### src/hdl/rci_pkg.sv
// rci_pkg: shared types, constants and fixed-point helpers for the
// ray / infinite cylinder intersection pipeline.
// No dependencies; used by every module under hdl/.
`timescale 1ns / 1ps

package rci_pkg;

  // Register map of the configuration port
  localparam int REG_IDX_W = 3;
  localparam logic [REG_IDX_W-1:0] REG_CENTER_X = 3'd0;
  localparam logic [REG_IDX_W-1:0] REG_CENTER_Y = 3'd1;
  localparam logic [REG_IDX_W-1:0] REG_CENTER_Z = 3'd2;
  localparam logic [REG_IDX_W-1:0] REG_AXIS_X   = 3'd3;
  localparam logic [REG_IDX_W-1:0] REG_AXIS_Y   = 3'd4;
  localparam logic [REG_IDX_W-1:0] REG_AXIS_Z   = 3'd5;
  localparam logic [REG_IDX_W-1:0] REG_RADIUS   = 3'd6;

  // Fixed-point constants (Q16.16)
  localparam logic signed [17:0] AXIS_Z_RESET = 18'sd65536;
  localparam logic [30:0]        RADIUS_RESET = 31'd65536;
  localparam logic [31:0]        TWO_Q16      = 32'd131072;
  localparam logic signed [31:0] S32_MAX      = 32'sh7FFF_FFFF;
  localparam logic signed [31:0] S32_MIN      = 32'sh8000_0000;

  // Pipeline depths of the sub-units
  localparam int PERP_LAT = 4;
  localparam int SQRT_LAT = 32;
  localparam int DIV_QW   = 31;
  localparam int DIV_LAT  = DIV_QW + 3;

  typedef struct packed {
    logic signed [31:0] origin_x;
    logic signed [31:0] origin_y;
    logic signed [31:0] origin_z;
    logic signed [31:0] dir_x;
    logic signed [31:0] dir_y;
    logic signed [31:0] dir_z;
    logic        [30:0] max_len;
  } ray_t;

  typedef struct packed {
    logic signed [31:0] first_distance;
    logic signed [31:0] second_distance;
    logic               miss;
  } hit_t;

  // Round Q.32 fraction to Q.16, nearest with halves away from zero
  function automatic logic signed [48:0] round16(input logic signed [63:0] v);
    logic [63:0] mag;
    logic [48:0] r;
    mag = v[63] ? (64'd0 - v) : v;
    r = 49'((mag + 64'd32768) >> 16);
    round16 = v[63] ? (49'd0 - r) : r;
  endfunction

  // Saturate to 32-bit signed
  function automatic logic signed [31:0] sat32(input logic signed [63:0] v);
    if (v > 64'sd2147483647) begin
      sat32 = S32_MAX;
    end else if (v < -64'sd2147483648) begin
      sat32 = S32_MIN;
    end else begin
      sat32 = v[31:0];
    end
  endfunction

endpackage

### src/hdl/rci_sqrt.sv
// rci_sqrt: pipelined floor square root of a 64-bit value, one result bit
// per stage. Depends on rci_pkg (SQRT_LAT).
`timescale 1ns / 1ps

module rci_sqrt (
  input  logic        clk,
  input  logic [63:0] rad,
  output logic [31:0] root
);

  logic [63:0] sv [rci_pkg::SQRT_LAT];
  logic [63:0] sr [rci_pkg::SQRT_LAT];

  for (genvar k = 0; k < rci_pkg::SQRT_LAT; k++) begin : g_stage
    localparam logic [63:0] BIT = 64'd1 << (62 - 2 * k);
    logic [63:0] cur_v;
    logic [63:0] cur_r;
    logic [63:0] trial;

    if (k == 0) begin : g_first
      assign cur_v = rad;
      assign cur_r = '0;
    end else begin : g_next
      assign cur_v = sv[k-1];
      assign cur_r = sr[k-1];
    end

    assign trial = cur_r + BIT;

    // one digit: subtract trial if it fits
    always_ff @(posedge clk) begin
      if (cur_v >= trial) begin
        sv[k] <= cur_v - trial;
        sr[k] <= (cur_r >> 1) + BIT;
      end else begin
        sv[k] <= cur_v;
        sr[k] <= cur_r >> 1;
      end
    end
  end

  assign root = sr[rci_pkg::SQRT_LAT-1][31:0];

endmodule

### config.mk
export PLATFORM = sky130hd
export DESIGN_NAME = rci_sqrt
export DESIGN_NICKNAME = d
export VERILOG_FILES = /design/src/hdl/rci_pkg.sv /design/src/hdl/rci_sqrt.sv
export SDC_FILE = /design/constraint.sdc
export NUM_CORES = 2
export LEC_CHECK = 0
export BUFFER_PORTS_ARGS = -buffer_cell sky130_fd_sc_hd__buf_2
export CAP_MARGIN = 20
export CORE_UTILIZATION = 55
export CTS_CLUSTER_DIAMETER = 200
export DETAILED_ROUTE_END_ITERATION = 16
export PLACE_DENSITY = 0.68
export SYNTH_ARGS = -nofsm -noshare
export SYNTH_HDL_FRONTEND = slang
export SYNTH_SLANG_ARGS = --single-unit
### constraint.sdc
create_clock -name clk -period 3.6 [get_ports clk]
set_input_delay 0.18 -clock clk [delete_from_list [all_inputs] [get_ports clk]]
set_output_delay 0.18 -clock clk [all_outputs]
set_load 0.01 [all_outputs]
After elaboration in Yosys (flattened, before gate mapping) --
Memories as Yosys holds them, arrays and structs flattened. Index checks and enable logic that the tools add are counted. Widths: inputs -> output; s select.
Storage, ports and cells: RAM bits 4096, register bits 0, memories kept 2, word-level logic and storage cells 352
Operators by class: bitwise gates (word level) 64, magnitude comparators 32, muxes and demuxes 160, add/subtract/negate cells 94
Memory list:
- sr | words 32, width 64, read ports 32, clocked after Yosys merged registers in 0, write ports 32, RTL line rci_sqrt.sv:12 | logic [63:0] sr [rci_pkg::SQRT_LAT];
- sv | words 32, width 64, read ports 31, clocked after Yosys merged registers in 0, write ports 32, RTL line rci_sqrt.sv:11 | logic [63:0] sv [rci_pkg::SQRT_LAT];
Operator list (number):
- $mux 64 | 64
- $ge 64x64->1 | 31
- $sub 64x64->64 | 31
- $mux 1 | 96
- $add 63x1->64 const B | 1
- $add 63x11->64 const B | 1
- $add 63x13->64 const B | 1
- $add 63x15->64 const B | 1
- $add 63x17->64 const B | 1
- $add 63x19->64 const B | 1
- $add 63x21->64 const B | 1
- $add 63x23->64 const B | 1
- $add 63x25->64 const B | 1
- $add 63x27->64 const B | 1
- $add 63x29->64 const B | 1
- $add 63x3->64 const B | 1
- $add 63x31->64 const B | 1
- $add 63x33->64 const B | 1
- $add 63x35->64 const B | 1
- $add 63x37->64 const B | 1
- $add 63x39->64 const B | 1
- $add 63x41->64 const B | 1
- $add 63x43->64 const B | 1
- $add 63x45->64 const B | 1
- 45 further kinds | 108

Logic depth before layout (Yosys ltp) --
An unclocked memory read counts as a cell.
depth in word-level cells 6, depth in mapped cells 14, depth with buffers taken out 12

Least setup slack after synthesis --
Ideal clock, no wire load.
path kind register to register, start mem sv[23][51] (netlist: sv[1][499]), end mem sv[24][21] (netlist: sv[1][533]), period minus slack after synthesis 3305 ps, path slack 295 ps, stages on the path, launching flop included 10, arrival time 3181 ps, library setup time 123 ps, required time 3477 ps, path through dfxtp_1 or4_4 or4_4 or3_4 or4_4 or3_4 nor3_4 and2_1 buf_6 mux2_1
RTL lines (RTL line):
- start, declared | rci_sqrt.sv:11

==> run_results.csv <==
group,metric,value,unit
power,pwr_density_cell,809,nW/um^2
floorplan,die_h,419,um
yosys,synth_edf_count,0,
final_layout,fillers,13900,
drt,wl,246000,um
timing,fin_ws,0.0879,ns
worst_hold_path,hp-class,"input port to flip-flop",
timing,period_share,0.976,
worst_setup_path,start_kind,"flip-flop",
yosys,ys_top_cells_by_area,"dfxtp_1, ha_1, xnor2_1",
global_route,grt_use_met3,0.0469,
worst_setup_path,crit_arrival,4.31,ns
yosys,synthCells,9609,
run_status,status,"finished clean",
global_route,grt_max_degree,59,
global_route,grt_pass1_wl,383000,um
placed_design,place_ws,-0.522,ns
global_route,grt.total_usage,0.276,
timing,worstMarginPinSlew,1.03,ns
final_layout,area_growth,15.6,%
floorplan,die_area,175000,um^2
timing,rsz0062_at_grt,"true",
final_layout,seqCellArea,50300,um^2
final_layout,drive_above_1_share,0.0969,
timing,slew_headroom,0.306,
clock_network,cts_max_level,4,
clock_network,cts_num_sinks,2512,
yosys,ys_ff_latch,2512,
floorplan,start_util,0.555,
worst_setup_path,worstSetupPathType,"flip-flop to flip-flop",
yosys,synth.avg_cell_area,9.95,um^2
drt,firstDrtPassIters,5,
drt,wl_per_cell,19.4,um
drt,vias,70200,
drt,drc,0,
yosys,yosysTopAreaCellShare,0.526,
floorplan,std_cell_rows,152,
placed_design,gp_congestion,0.941,
floorplan,coreArea,172000,um^2
yosys,async_flop_share,0,
power,vdd_drop_max,0.000715,V
yosys,yosysUniqueCellTypes,89,
drt,drtIter0Drc,4930,
timing,finalSetupViolations,0,
clock_network,cts_made_buffers,237,
drt,via_per_inst,5.55,
yosys,synth_ff_type,"dfxtp_1",
clock_network,clk_latency,0.89,ns
clock_network,cts_tree,"done",
placed_design,portBuffers,96,
timing,hold_violations,0,
final_layout,nets,10800,
global_route,antenna_found_initial,12,
placed_design,dp_hpwl,189000,um
clock_network,clk_pin_slew_worst_paths,0.07,ns
global_route,grtUsageMet1,0.362,
yosys,yosys_warnings,0,
final_layout,utilization,0.642,
worst_setup_path,critPathRequiredTime,4.39,ns
timing,period_needed,3.51,ns
power,cellLeakagePower,0.0502,uW
global_route,top_usage_layer,"met2",
timing,clock_skew,0.0916,ns
yosys,synth_area,95600,um^2
yosys,seq_area_frac_synth,0.526,
global_route,gr-total-overflow,0,
final_layout,multi_input_area,42300,um^2
worst_setup_path,path_max_fanout,8,
clock_network,cts_max_path_buffers,3,
drt,ant_nets,0,
timing,timing.final.max_slew_violations,0,
clock_network,clockRootBuffer,"clkbuf_16",
yosys,synth_largest_area_cell,"dfxtp_1",
global_route,grt_use_met2,0.467,
yosys,syn_nets,10200,
floorplan,die_w,419,um
timing,max_freq,0.285,GHz
floorplan,io_pins,97,
worst_setup_path,crit_path_end_kind,"flip-flop",
global_route,grt_pass1_vias,69100,
flow_run,drv_cap,0,
## cell usage after synthesis (94+ instances only)
library cell	number
o21a_1	94
nand3_1	178
nand2b_1	107
nor2_1	663
nand2_1	592
xor2_1	365
a21o_1	211
a21oi_1	656
or3_1	102
dfxtp_1	2512
mux2_2	107
ha_1	558
nor3_1	226
xnor2_1	520
inv_1	688
o21ai_0	389
nand4_1	170
clkbuf_1	161
nor4_1	335
## report_power, final
| part | internal [uW] | total, uW | switching, uW |
|---|---|---|---|
| Clock | 15400 | 26400 | 11000 |
| Sequential | 34100 | 40100 | 5980 |
| Combinational | 10400 | 22800 | 12500 |
| Total | 59900 | 89300 | 29400 |
## worst paths after layout
kind,cells past startpoint,from,endpoint,slack (ns)
setup / recovery,14,sr[1][216],sv[1][314],0.09
setup reg to reg,14,sr[1][216],sv[1][314],0.09
hold / removal,4,rad[62],sv[0][62],0.15
hold reg to reg,0,sv[1][513],sv[1][577],0.28
## stage by stage
stage / TNS [ns] / hold slack [ns] / std cells / total power [uW] / instance area (um^2)
2_1_floorplan: 0 / 0.208 / 9609 / 54600 / 95600
3_3_place_gp: -26.33 / 0.297 / 12100 / 62500 / 100000
3_5_place_dp: -26.72 / 0.297 / 12100 / 62800 / 100000
4_1_cts: 0 / 0.0791 / 12700 / 89400 / 110000
5_1_grt: -0.122 / 0.152 / 12700 / 94000 / 110000
6_report: 0 / 0.147 / 12700 / 89300 / 110000
## critical path: stages, from the launching register on
cell and delay, ns:
dfxtp_1 0.34, inv_1 0.05, ha_1 0.33, nor2b_1 0.17, o31a_1 0.30, o21ai_1 0.29, a21boi_0 0.25, o31ai_2 0.31
buf_4 0.17, o21ai_0 0.09, nor4_1 0.30, buf_4 0.23, nand3_1 0.10, xnor2_1 0.29, buf_4 0.20
## sequential cells by signal (all words and copies together), names as in the netlist
name	flops
sv	1984
sr	528
## placed cells by master, fill, tap and decap left out, types with 51 or more instances in the layout
master,instances
dfxtp_1,2511
inv_1,687
o21a_1,94
mux2_2,107
dlygate4sd3_1,128
ha_1,558
nor3_1,222
or3_1,102
nor4_1,325
o21bai_1,56
a21o_1,211
xnor2_1,519
buf_4,243
or4_1,82
buf_2,96
clkbuf_16,238
nor2b_1,71
nand3_1,178
xor2_1,365
nor2_1,661
nor4b_1,55
a21oi_1,655
nand2_1,590
nand4_1,170
o21ai_0,385
nand2b_1,107
clkinv_2,51
## logic make-up (layout without fill, tap and decap cells)
logic type | Yosys count | in the layout | share of synthesized area
AO/OA/AOI/OAI | 1809 | 1809 | 0.117
XOR/XNOR | 885 | 885 | 0.0811
buffers and inverters | 885 | 1625 | 0.0353
other | 0 | 6 | 0
adder cells (fa/ha/maj) | 558 | 558 | 0.0730
flip-flops | 2512 | 2512 | 0.526
AND/OR/NAND/NOR | 2845 | 2845 | 0.154
multiplexers | 115 | 115 | 0.0135
## cell type report
cell class	instances	area share
inverter	693	0.0236
sequential	2512	0.455
antenna	6	0.000136
multi-input combinational	6212	0.383
tap	2310	0.0262
clock buffer	324	0.0614
clock inverter	125	0.0159
timing repair buffer	483	0.0351
## repair_timing
| action | CTS | global route |
|---|---|---|
| endpoints found under the setup margin | 119 | 135 |
| cloned | 0 | 0 |
| pin swaps | 2 | 11 |
| endpoints found under the hold margin | 65 | 0 |
| hold buffers | 128 | 0 |
| buffers inserted | 0 | 4 |
| gates resized for setup | 10 | 48 |
## per-layer routing
metal	share of wire	up-vias
li1	-	34600
met1	0.45	33500
met2	0.47	1735
met3	0.055	421
met4	0.023	0
met5	0	-
(Power assumes the default switching activity.)
