===== config.mk =====
export PLATFORM = sky130hd
export DESIGN_NAME = rci_div
export DESIGN_NICKNAME = d
export VERILOG_FILES = /design/src/hdl/rci_pkg.sv /design/src/hdl/rci_div.sv
export SDC_FILE = /design/constraint.sdc
export NUM_CORES = 2
export LEC_CHECK = 0
export BUFFER_PORTS_ARGS = -buffer_cell sky130_fd_sc_hd__buf_4
export CAP_MARGIN = 5
export CELL_PAD_IN_SITES_DETAIL_PLACEMENT = 1
export CELL_PAD_IN_SITES_GLOBAL_PLACEMENT = 1
export CORE_MARGIN = 3
export CORE_UTILIZATION = 50
export CTS_CLUSTER_DIAMETER = 30
export DETAILED_ROUTE_END_ITERATION = 8
export PLACE_DENSITY = 0.89
export REMOVE_ABC_BUFFERS = 1
export SYNTH_ARGS = -nofsm -noshare
export SYNTH_HDL_FRONTEND = slang
export SYNTH_SLANG_ARGS = --single-unit

===== constraint.sdc =====
create_clock -name clk -period 4.2 [get_ports clk]
set_input_delay 0.84 -clock clk [delete_from_list [all_inputs] [get_ports clk]]
set_output_delay 0.84 -clock clk [all_outputs]
set_load 0.05 [all_outputs]

===== src/hdl/rci_pkg.sv =====
// rci_pkg: shared types, constants and fixed-point helpers for the
// ray / infinite cylinder intersection pipeline.
// No dependencies; used by every module under hdl/.
`timescale 1ns / 1ps

package rci_pkg;

  // Register map of the configuration port
  localparam int REG_IDX_W = 3;
  localparam logic [REG_IDX_W-1:0] REG_CENTER_X = 3'd0;
  localparam logic [REG_IDX_W-1:0] REG_CENTER_Y = 3'd1;
  localparam logic [REG_IDX_W-1:0] REG_CENTER_Z = 3'd2;
  localparam logic [REG_IDX_W-1:0] REG_AXIS_X   = 3'd3;
  localparam logic [REG_IDX_W-1:0] REG_AXIS_Y   = 3'd4;
  localparam logic [REG_IDX_W-1:0] REG_AXIS_Z   = 3'd5;
  localparam logic [REG_IDX_W-1:0] REG_RADIUS   = 3'd6;

  // Fixed-point constants (Q16.16)
  localparam logic signed [17:0] AXIS_Z_RESET = 18'sd65536;
  localparam logic [30:0]        RADIUS_RESET = 31'd65536;
  localparam logic [31:0]        TWO_Q16      = 32'd131072;
  localparam logic signed [31:0] S32_MAX      = 32'sh7FFF_FFFF;
  localparam logic signed [31:0] S32_MIN      = 32'sh8000_0000;

  // Pipeline depths of the sub-units
  localparam int PERP_LAT = 4;
  localparam int SQRT_LAT = 32;
  localparam int DIV_QW   = 31;
  localparam int DIV_LAT  = DIV_QW + 3;

  typedef struct packed {
    logic signed [31:0] origin_x;
    logic signed [31:0] origin_y;
    logic signed [31:0] origin_z;
    logic signed [31:0] dir_x;
    logic signed [31:0] dir_y;
    logic signed [31:0] dir_z;
    logic        [30:0] max_len;
  } ray_t;

  typedef struct packed {
    logic signed [31:0] first_distance;
    logic signed [31:0] second_distance;
    logic               miss;
  } hit_t;

  // Round Q.32 fraction to Q.16, nearest with halves away from zero
  function automatic logic signed [48:0] round16(input logic signed [63:0] v);
    logic [63:0] mag;
    logic [48:0] r;
    mag = v[63] ? (64'd0 - v) : v;
    r = 49'((mag + 64'd32768) >> 16);
    round16 = v[63] ? (49'd0 - r) : r;
  endfunction

  // Saturate to 32-bit signed
  function automatic logic signed [31:0] sat32(input logic signed [63:0] v);
    if (v > 64'sd2147483647) begin
      sat32 = S32_MAX;
    end else if (v < -64'sd2147483648) begin
      sat32 = S32_MIN;
    end else begin
      sat32 = v[31:0];
    end
  endfunction

endpackage


===== src/hdl/rci_div.sv =====
// rci_div: pipelined rounded signed divide (sign/magnitude numerator by a
// positive divisor) with 32-bit saturation. Depends on rci_pkg.
`timescale 1ns / 1ps

module rci_div (
  input  logic               clk,
  input  logic               neg,
  input  logic        [48:0] mag,
  input  logic        [30:0] den,
  output logic signed [31:0] quot
);

  localparam int QW = rci_pkg::DIV_QW;

  logic [49:0] n0;
  logic        neg0;
  logic [30:0] den0;
  logic [49:0] n1;
  logic        neg1;
  logic        ovf1;
  logic [30:0] den1;

  logic [49:0]   rem  [QW];
  logic [QW-1:0] quo  [QW];
  logic          sneg [QW];
  logic          sovf [QW];
  logic [30:0]   sden [QW];

  // bias for round to nearest
  always_ff @(posedge clk) begin
    n0   <= 50'(mag) + 50'(den[30:1]);
    neg0 <= neg;
    den0 <= den;
  end

  // quotient of 2^31 or more saturates
  always_ff @(posedge clk) begin
    ovf1 <= {12'd0, n0} >= {den0, 31'd0};
    n1   <= n0;
    neg1 <= neg0;
    den1 <= den0;
  end

  // restoring division, one quotient bit per stage, MSB first
  for (genvar j = 0; j < QW; j++) begin : g_stage
    localparam int SH = QW - 1 - j;
    logic [49:0]   cur_rem;
    logic [QW-1:0] cur_quo;
    logic          cur_neg;
    logic          cur_ovf;
    logic [30:0]   cur_den;
    logic [61:0]   trial;

    if (j == 0) begin : g_first
      assign cur_rem = n1;
      assign cur_quo = '0;
      assign cur_neg = neg1;
      assign cur_ovf = ovf1;
      assign cur_den = den1;
    end else begin : g_next
      assign cur_rem = rem[j-1];
      assign cur_quo = quo[j-1];
      assign cur_neg = sneg[j-1];
      assign cur_ovf = sovf[j-1];
      assign cur_den = sden[j-1];
    end

    assign trial = 62'(cur_den) << SH;

    always_ff @(posedge clk) begin
      if ({12'd0, cur_rem} >= trial) begin
        rem[j] <= cur_rem - trial[49:0];
        quo[j] <= {cur_quo[QW-2:0], 1'b1};
      end else begin
        rem[j] <= cur_rem;
        quo[j] <= {cur_quo[QW-2:0], 1'b0};
      end
      sneg[j] <= cur_neg;
      sovf[j] <= cur_ovf;
      sden[j] <= cur_den;
    end
  end

  // apply sign and saturation
  always_ff @(posedge clk) begin
    if (sovf[QW-1]) begin
      quot <= sneg[QW-1] ? rci_pkg::S32_MIN : rci_pkg::S32_MAX;
    end else if (sneg[QW-1]) begin
      quot <= 32'd0 - {1'b0, quo[QW-1]};
    end else begin
      quot <= {1'b0, quo[QW-1]};
    end
  end

endmodule


==> results.cfg, run 1 <==
[grt]
grt_usage_pct = 70.1
grt_start_max_net_pins = 56
antenna_found_initial = 255
gr-total-overflow = 287

[placed_design]
place_area_sq_um = 133000
dp_hpwl_mm = 293
gp_congestion = 0.935
dp.cells = 16300
io_buffer_count = 113

[synth]
syn_area_sq_um = 128000
synth.distinct_cells = 120
synth.top_cell.area_share_pct = 49.7
avgSynthCellArea_sq_um = 9.86
ys_async_sr_fraction_pct = 0
synth.area.top_cells = dfxtp_1 50%, ha_1 9.2%, a21oi_1 4.0%, xnor2_1 3.7%, inv_1 3.4%
synth_edf_count = 0
synthFlopType = dfxtp_1
ys_seq_elements = 3185
syn_inst = 13000
synthTopCellsByCount = 3185 x dfxtp_1, 1168 x inv_1, 1035 x a21oi_1
synth_top_cell_by_area = dfxtp_1
yosys_warnings = 0
ys_seq_area_share_pct = 49.7
synth_most_common_cell = dfxtp_1

[clock_tree]
cts_root_buffer = clkbuf_16
cts.sinks = 3185
clockBufferDepth = 4
htreeDepth = 6
cts_buffers = 555

[die]
die_x_um = 513
initial_core_util_pct = 50.4
io_pins = 114
row_count = 185
die_y_um = 513

[run_status]
stop_stage = 5_1_grt
firstError = [ERROR GRT-0232] Routing congestion too high. Check the congestion heatmap in the GUI.
status = aborted with a tool error

[timing]
repair-timing-grt-worst-ep = rem[0][232]$_DFF_P_/D
endpoint_type = register data pin
[what timing repair did]
| action | CTS |
|---|---|
| gates cloned | 1 |
| hold buffers | 19 |
| endpoints found under the hold margin | 19 |
| pin swaps | 2 |
| gates resized for setup | 16 |
| setup buffers | 1 |
| endpoints found under the setup margin | 91 |
[cell families after synthesis]
kind of cell	after synthesis	synth area share [%]
multiplexers	360	3.15
flip-flops	3185	49.7
buffers and inverters	1423	4.25
AND/OR/NAND/NOR	3070	11.9
adder cells (fa/ha/maj)	976	9.70
AO/OA/AOI/OAI	3060	14.9
XOR/XNOR	943	6.43
[through the flow]
stage	worst slack [ns]	hold WS (ns)
floorplan	-2.65	0.310
global placement	-0.118	0.310
detailed placement	-0.244	0.313
CTS	0.0169	0.0000187
[routing by layer]
metal / GRT overflow / track usage [%]
met4: 134 / 68.9
met2: 89 / 81.7
met1: 18 / 67.7
met3: 45 / 62.1
met5: 1 / 48.1
==> run 2: changes to the inputs <==
- CELL_PAD_IN_SITES_DETAIL_PLACEMENT: 1 -> unset
- CELL_PAD_IN_SITES_GLOBAL_PLACEMENT: 1 -> unset
- CORE_UTILIZATION: 50 -> 38
- CTS_CLUSTER_DIAMETER: 30 -> unset
- PLACE_DENSITY: 0.89 -> unset
- PLACE_DENSITY_LB_ADDON: unset -> 0.15
==> results.cfg, run 2 <==
[run_status]
status = completed

[grt]
met1_usage_pct = 21.4
grt_util_met3_pct = 2.72
met2_usage_pct = 36.3
busiest_layer = met2
grt_pass1_wl_mm = 524
antenna_found_initial = 13
gr-total-overflow = 0
grt_pass1_vias = 90800
grt_start_max_net_pins = 54
grt_usage_pct = 19.1

[clock_tree]
clockBufferDepth = 4
clkSlewWorstSetupHoldPaths_ns = 0.06
htreeDepth = 5
cts_buffers = 345
clkLatencyLatePin_ns = 0.94
cts_root_buffer = clkbuf_16
cts.sinks = 3185
cts_tree = built

[cells_and_area]
final_common_cell = dfxtp_1
largest_reg_flops = 1500
top_regs = rem: 1500 flops, sden: 930 flops, quo: 496 flops
multi_input_area_sq_um = 59400
stdcell_area_sq_um = 149000
regMostFlops = rem
nFillCells = 32300
final_cell_mix = 3183 x dfxtp_1, 1168 x inv_1, 1032 x a21oi_1
drive_gt1_share_pct = 10.3
fin_nets = 14600
area.sequential_sq_um = 63800
syn2layout_area_growth_pct = 15.7

[run]
drv_cap = 0

[worst_setup_path]
crit_required_ns = 4.98
worst-path-buf-inv = 4
path_cells = inv_1 -> ha_1 -> inv_1 -> fa_1 -> a21oi_1 -> o22ai_1 -> o41ai_1 -> buf_4 -> a2bb2oi_1 -> o21ai_0 -> o311ai_0 -> buf_4 -> a32oi_1 -> nand2_1 -> nand4_1 -> xnor2_1
arrival_ns = 4.67
crit_path_end_kind = register
reg2reg_from = rem[1][307]
reg2reg_depth = 16
start_kind = register
critical-path-max-stage-delay_ns = 0.43
path_max_fanout = 6
criticalPathCategory = reg2reg
rrSetupSlack_ns = 0.32
r2r-end = rem[1][393]
critical-path-slowest-cell = o311ai_0
cp_top_family = compound AO/OA/AOI/OAI gates

[drt]
via_per_inst = 4.94
drtPass1Iterations = 5
wirelength_mm = 339
drtIter0Drc = 4646
via_count = 90500
drc_errors = 0
postRouteAntennaNets = 0
routedWlPerCell_um = 18.5

[synth]
ys_async_sr_fraction_pct = 0
ys_seq_elements = 3185
synthTopCellsByCount = 3185 x dfxtp_1, 1168 x inv_1, 1035 x a21oi_1
synth_edf_count = 0
syn_inst = 13000
synth.distinct_cells = 120
synth.top_cell.area_share_pct = 49.7
synthFlopType = dfxtp_1
ys_seq_area_share_pct = 49.7
synth.area.top_cells = dfxtp_1 50%, ha_1 9.2%, a21oi_1 4.0%, xnor2_1 3.7%, inv_1 3.4%
synth_top_cell_by_area = dfxtp_1
synth_most_common_cell = dfxtp_1
yosys_warnings = 0
syn_area_sq_um = 128000
avgSynthCellArea_sq_um = 9.86

[die]
die_area_sq_um = 345000
die_y_um = 587
io_pins = 114
die_x_um = 587
initial_core_util_pct = 38.3
row_count = 212
core_sq_um = 335000

[timing]
clock_skew_ns = 0.0926
slew_viol_final = 0
report.final.hold_viol_count = 0
period_share_pct = 92.5
tightest_slew_ns = 1.05
final-setup-viol-count = 0
rsz0062_at_grt = false
min_period_ns = 3.88
max_freq_ghz = 0.257
fin_hold_ws_ns = 0.108
tns_ns = 0
slew_headroom_pct = 30.0

[placed_design]
dp_hpwl_mm = 273
gp_congestion = 0.878
io_buffer_count = 113
place_area_sq_um = 136000

[power_and_ir_drop]
ir_drop_mv = 0.317
powerDensity_nw_per_um2 = 761
p_leak_nw = 66.3

[worst_hold_path]
whs_endpoint = n0[37]
whs_path_depth = 2
hold_start = mag[37]
hold_path.class = in2reg
## run 2: metrics by stage
stage          util, %  worst slack [ns]  total power (W)  instances
2_1_floorplan        -             -2.65           0.0703      12800
3_3_place_gp      40.7            0.0393           0.0820      17600
3_5_place_dp      40.7            0.0563           0.0819      17600
4_1_cts           44.3             0.195            0.114      18300
5_1_grt           44.4           0.00340            0.121      18300
6_report          44.4             0.315            0.113      18300
## run 2: what timing repair did
item                       4_1_cts  5_1_grt
resized for setup                0        2
buffers inserted                 0        2
hold endpoints to repair        20        0
hold buffers                    20        0
setup endpoints to repair        0       12
## run 2: per-layer routing
| metal | wire [um] | vias to the layer above | share of wire (%) |
|---|---|---|---|
| met5 | 32 | - | 0.0094 |
| met2 | 175000 | 1500 | 52 |
| met4 | 13700 | 4 | 4.1 |
| met3 | 12100 | 587 | 3.6 |
| li1 | - | 46300 | - |
| met1 | 137000 | 42000 | 41 |
## run 2: kinds of logic (layout without fill, tap and decap cells)
group                    after synthesis  count (layout)  synth area share, %
AND/OR/NAND/NOR                     3070            3070                 11.9
XOR/XNOR                             943             943                 6.43
AO/OA/AOI/OAI                       3060            3060                 14.9
multiplexers                         360             360                 3.15
adder cells (fa/ha/maj)              976             976                 9.70
other                                  0              17                    0
flip-flops                          3185            3185                 49.7
buffers and inverters               1423            2189                 4.25
## run 2: layout make-up
cell class | count | share of cell area, %
antenna | 17 | 0.0286
clock buffer | 491 | 6.83
clock inverter | 138 | 1.27
inverter | 1173 | 2.96
multi-input combinational | 8409 | 40.0
sequential | 3185 | 42.9
tap | 4494 | 3.79
timing repair buffer | 387 | 2.19
## run 2: worst max-delay path by stage
stage	from	end	slack [ns]	depth (start not counted)
after floorplan	rem[0][568]	rem[0][629]	-2.65	14
after global placement	den[6]	n0[45]	0.04	14
after detailed placement	den[6]	n0[43]	0.06	14
after CTS	rem[1][454]	rem[1][536]	0.20	15
after global routing	rem[1][62]	rem[1][140]	0.003	15
final	rem[1][307]	rem[1][393]	0.32	16
## run 2: power by group
group / leakage, nW / internal (W) / total, W / switching (W)
registers: 26.7 / 0.0371 / 0.0420 / 0.00494
clock network: 5.86 / 0.0189 / 0.0314 / 0.0125
logic: 33.7 / 0.0176 / 0.0396 / 0.0219
Note: power is estimated with default switching activity, not from simulation.
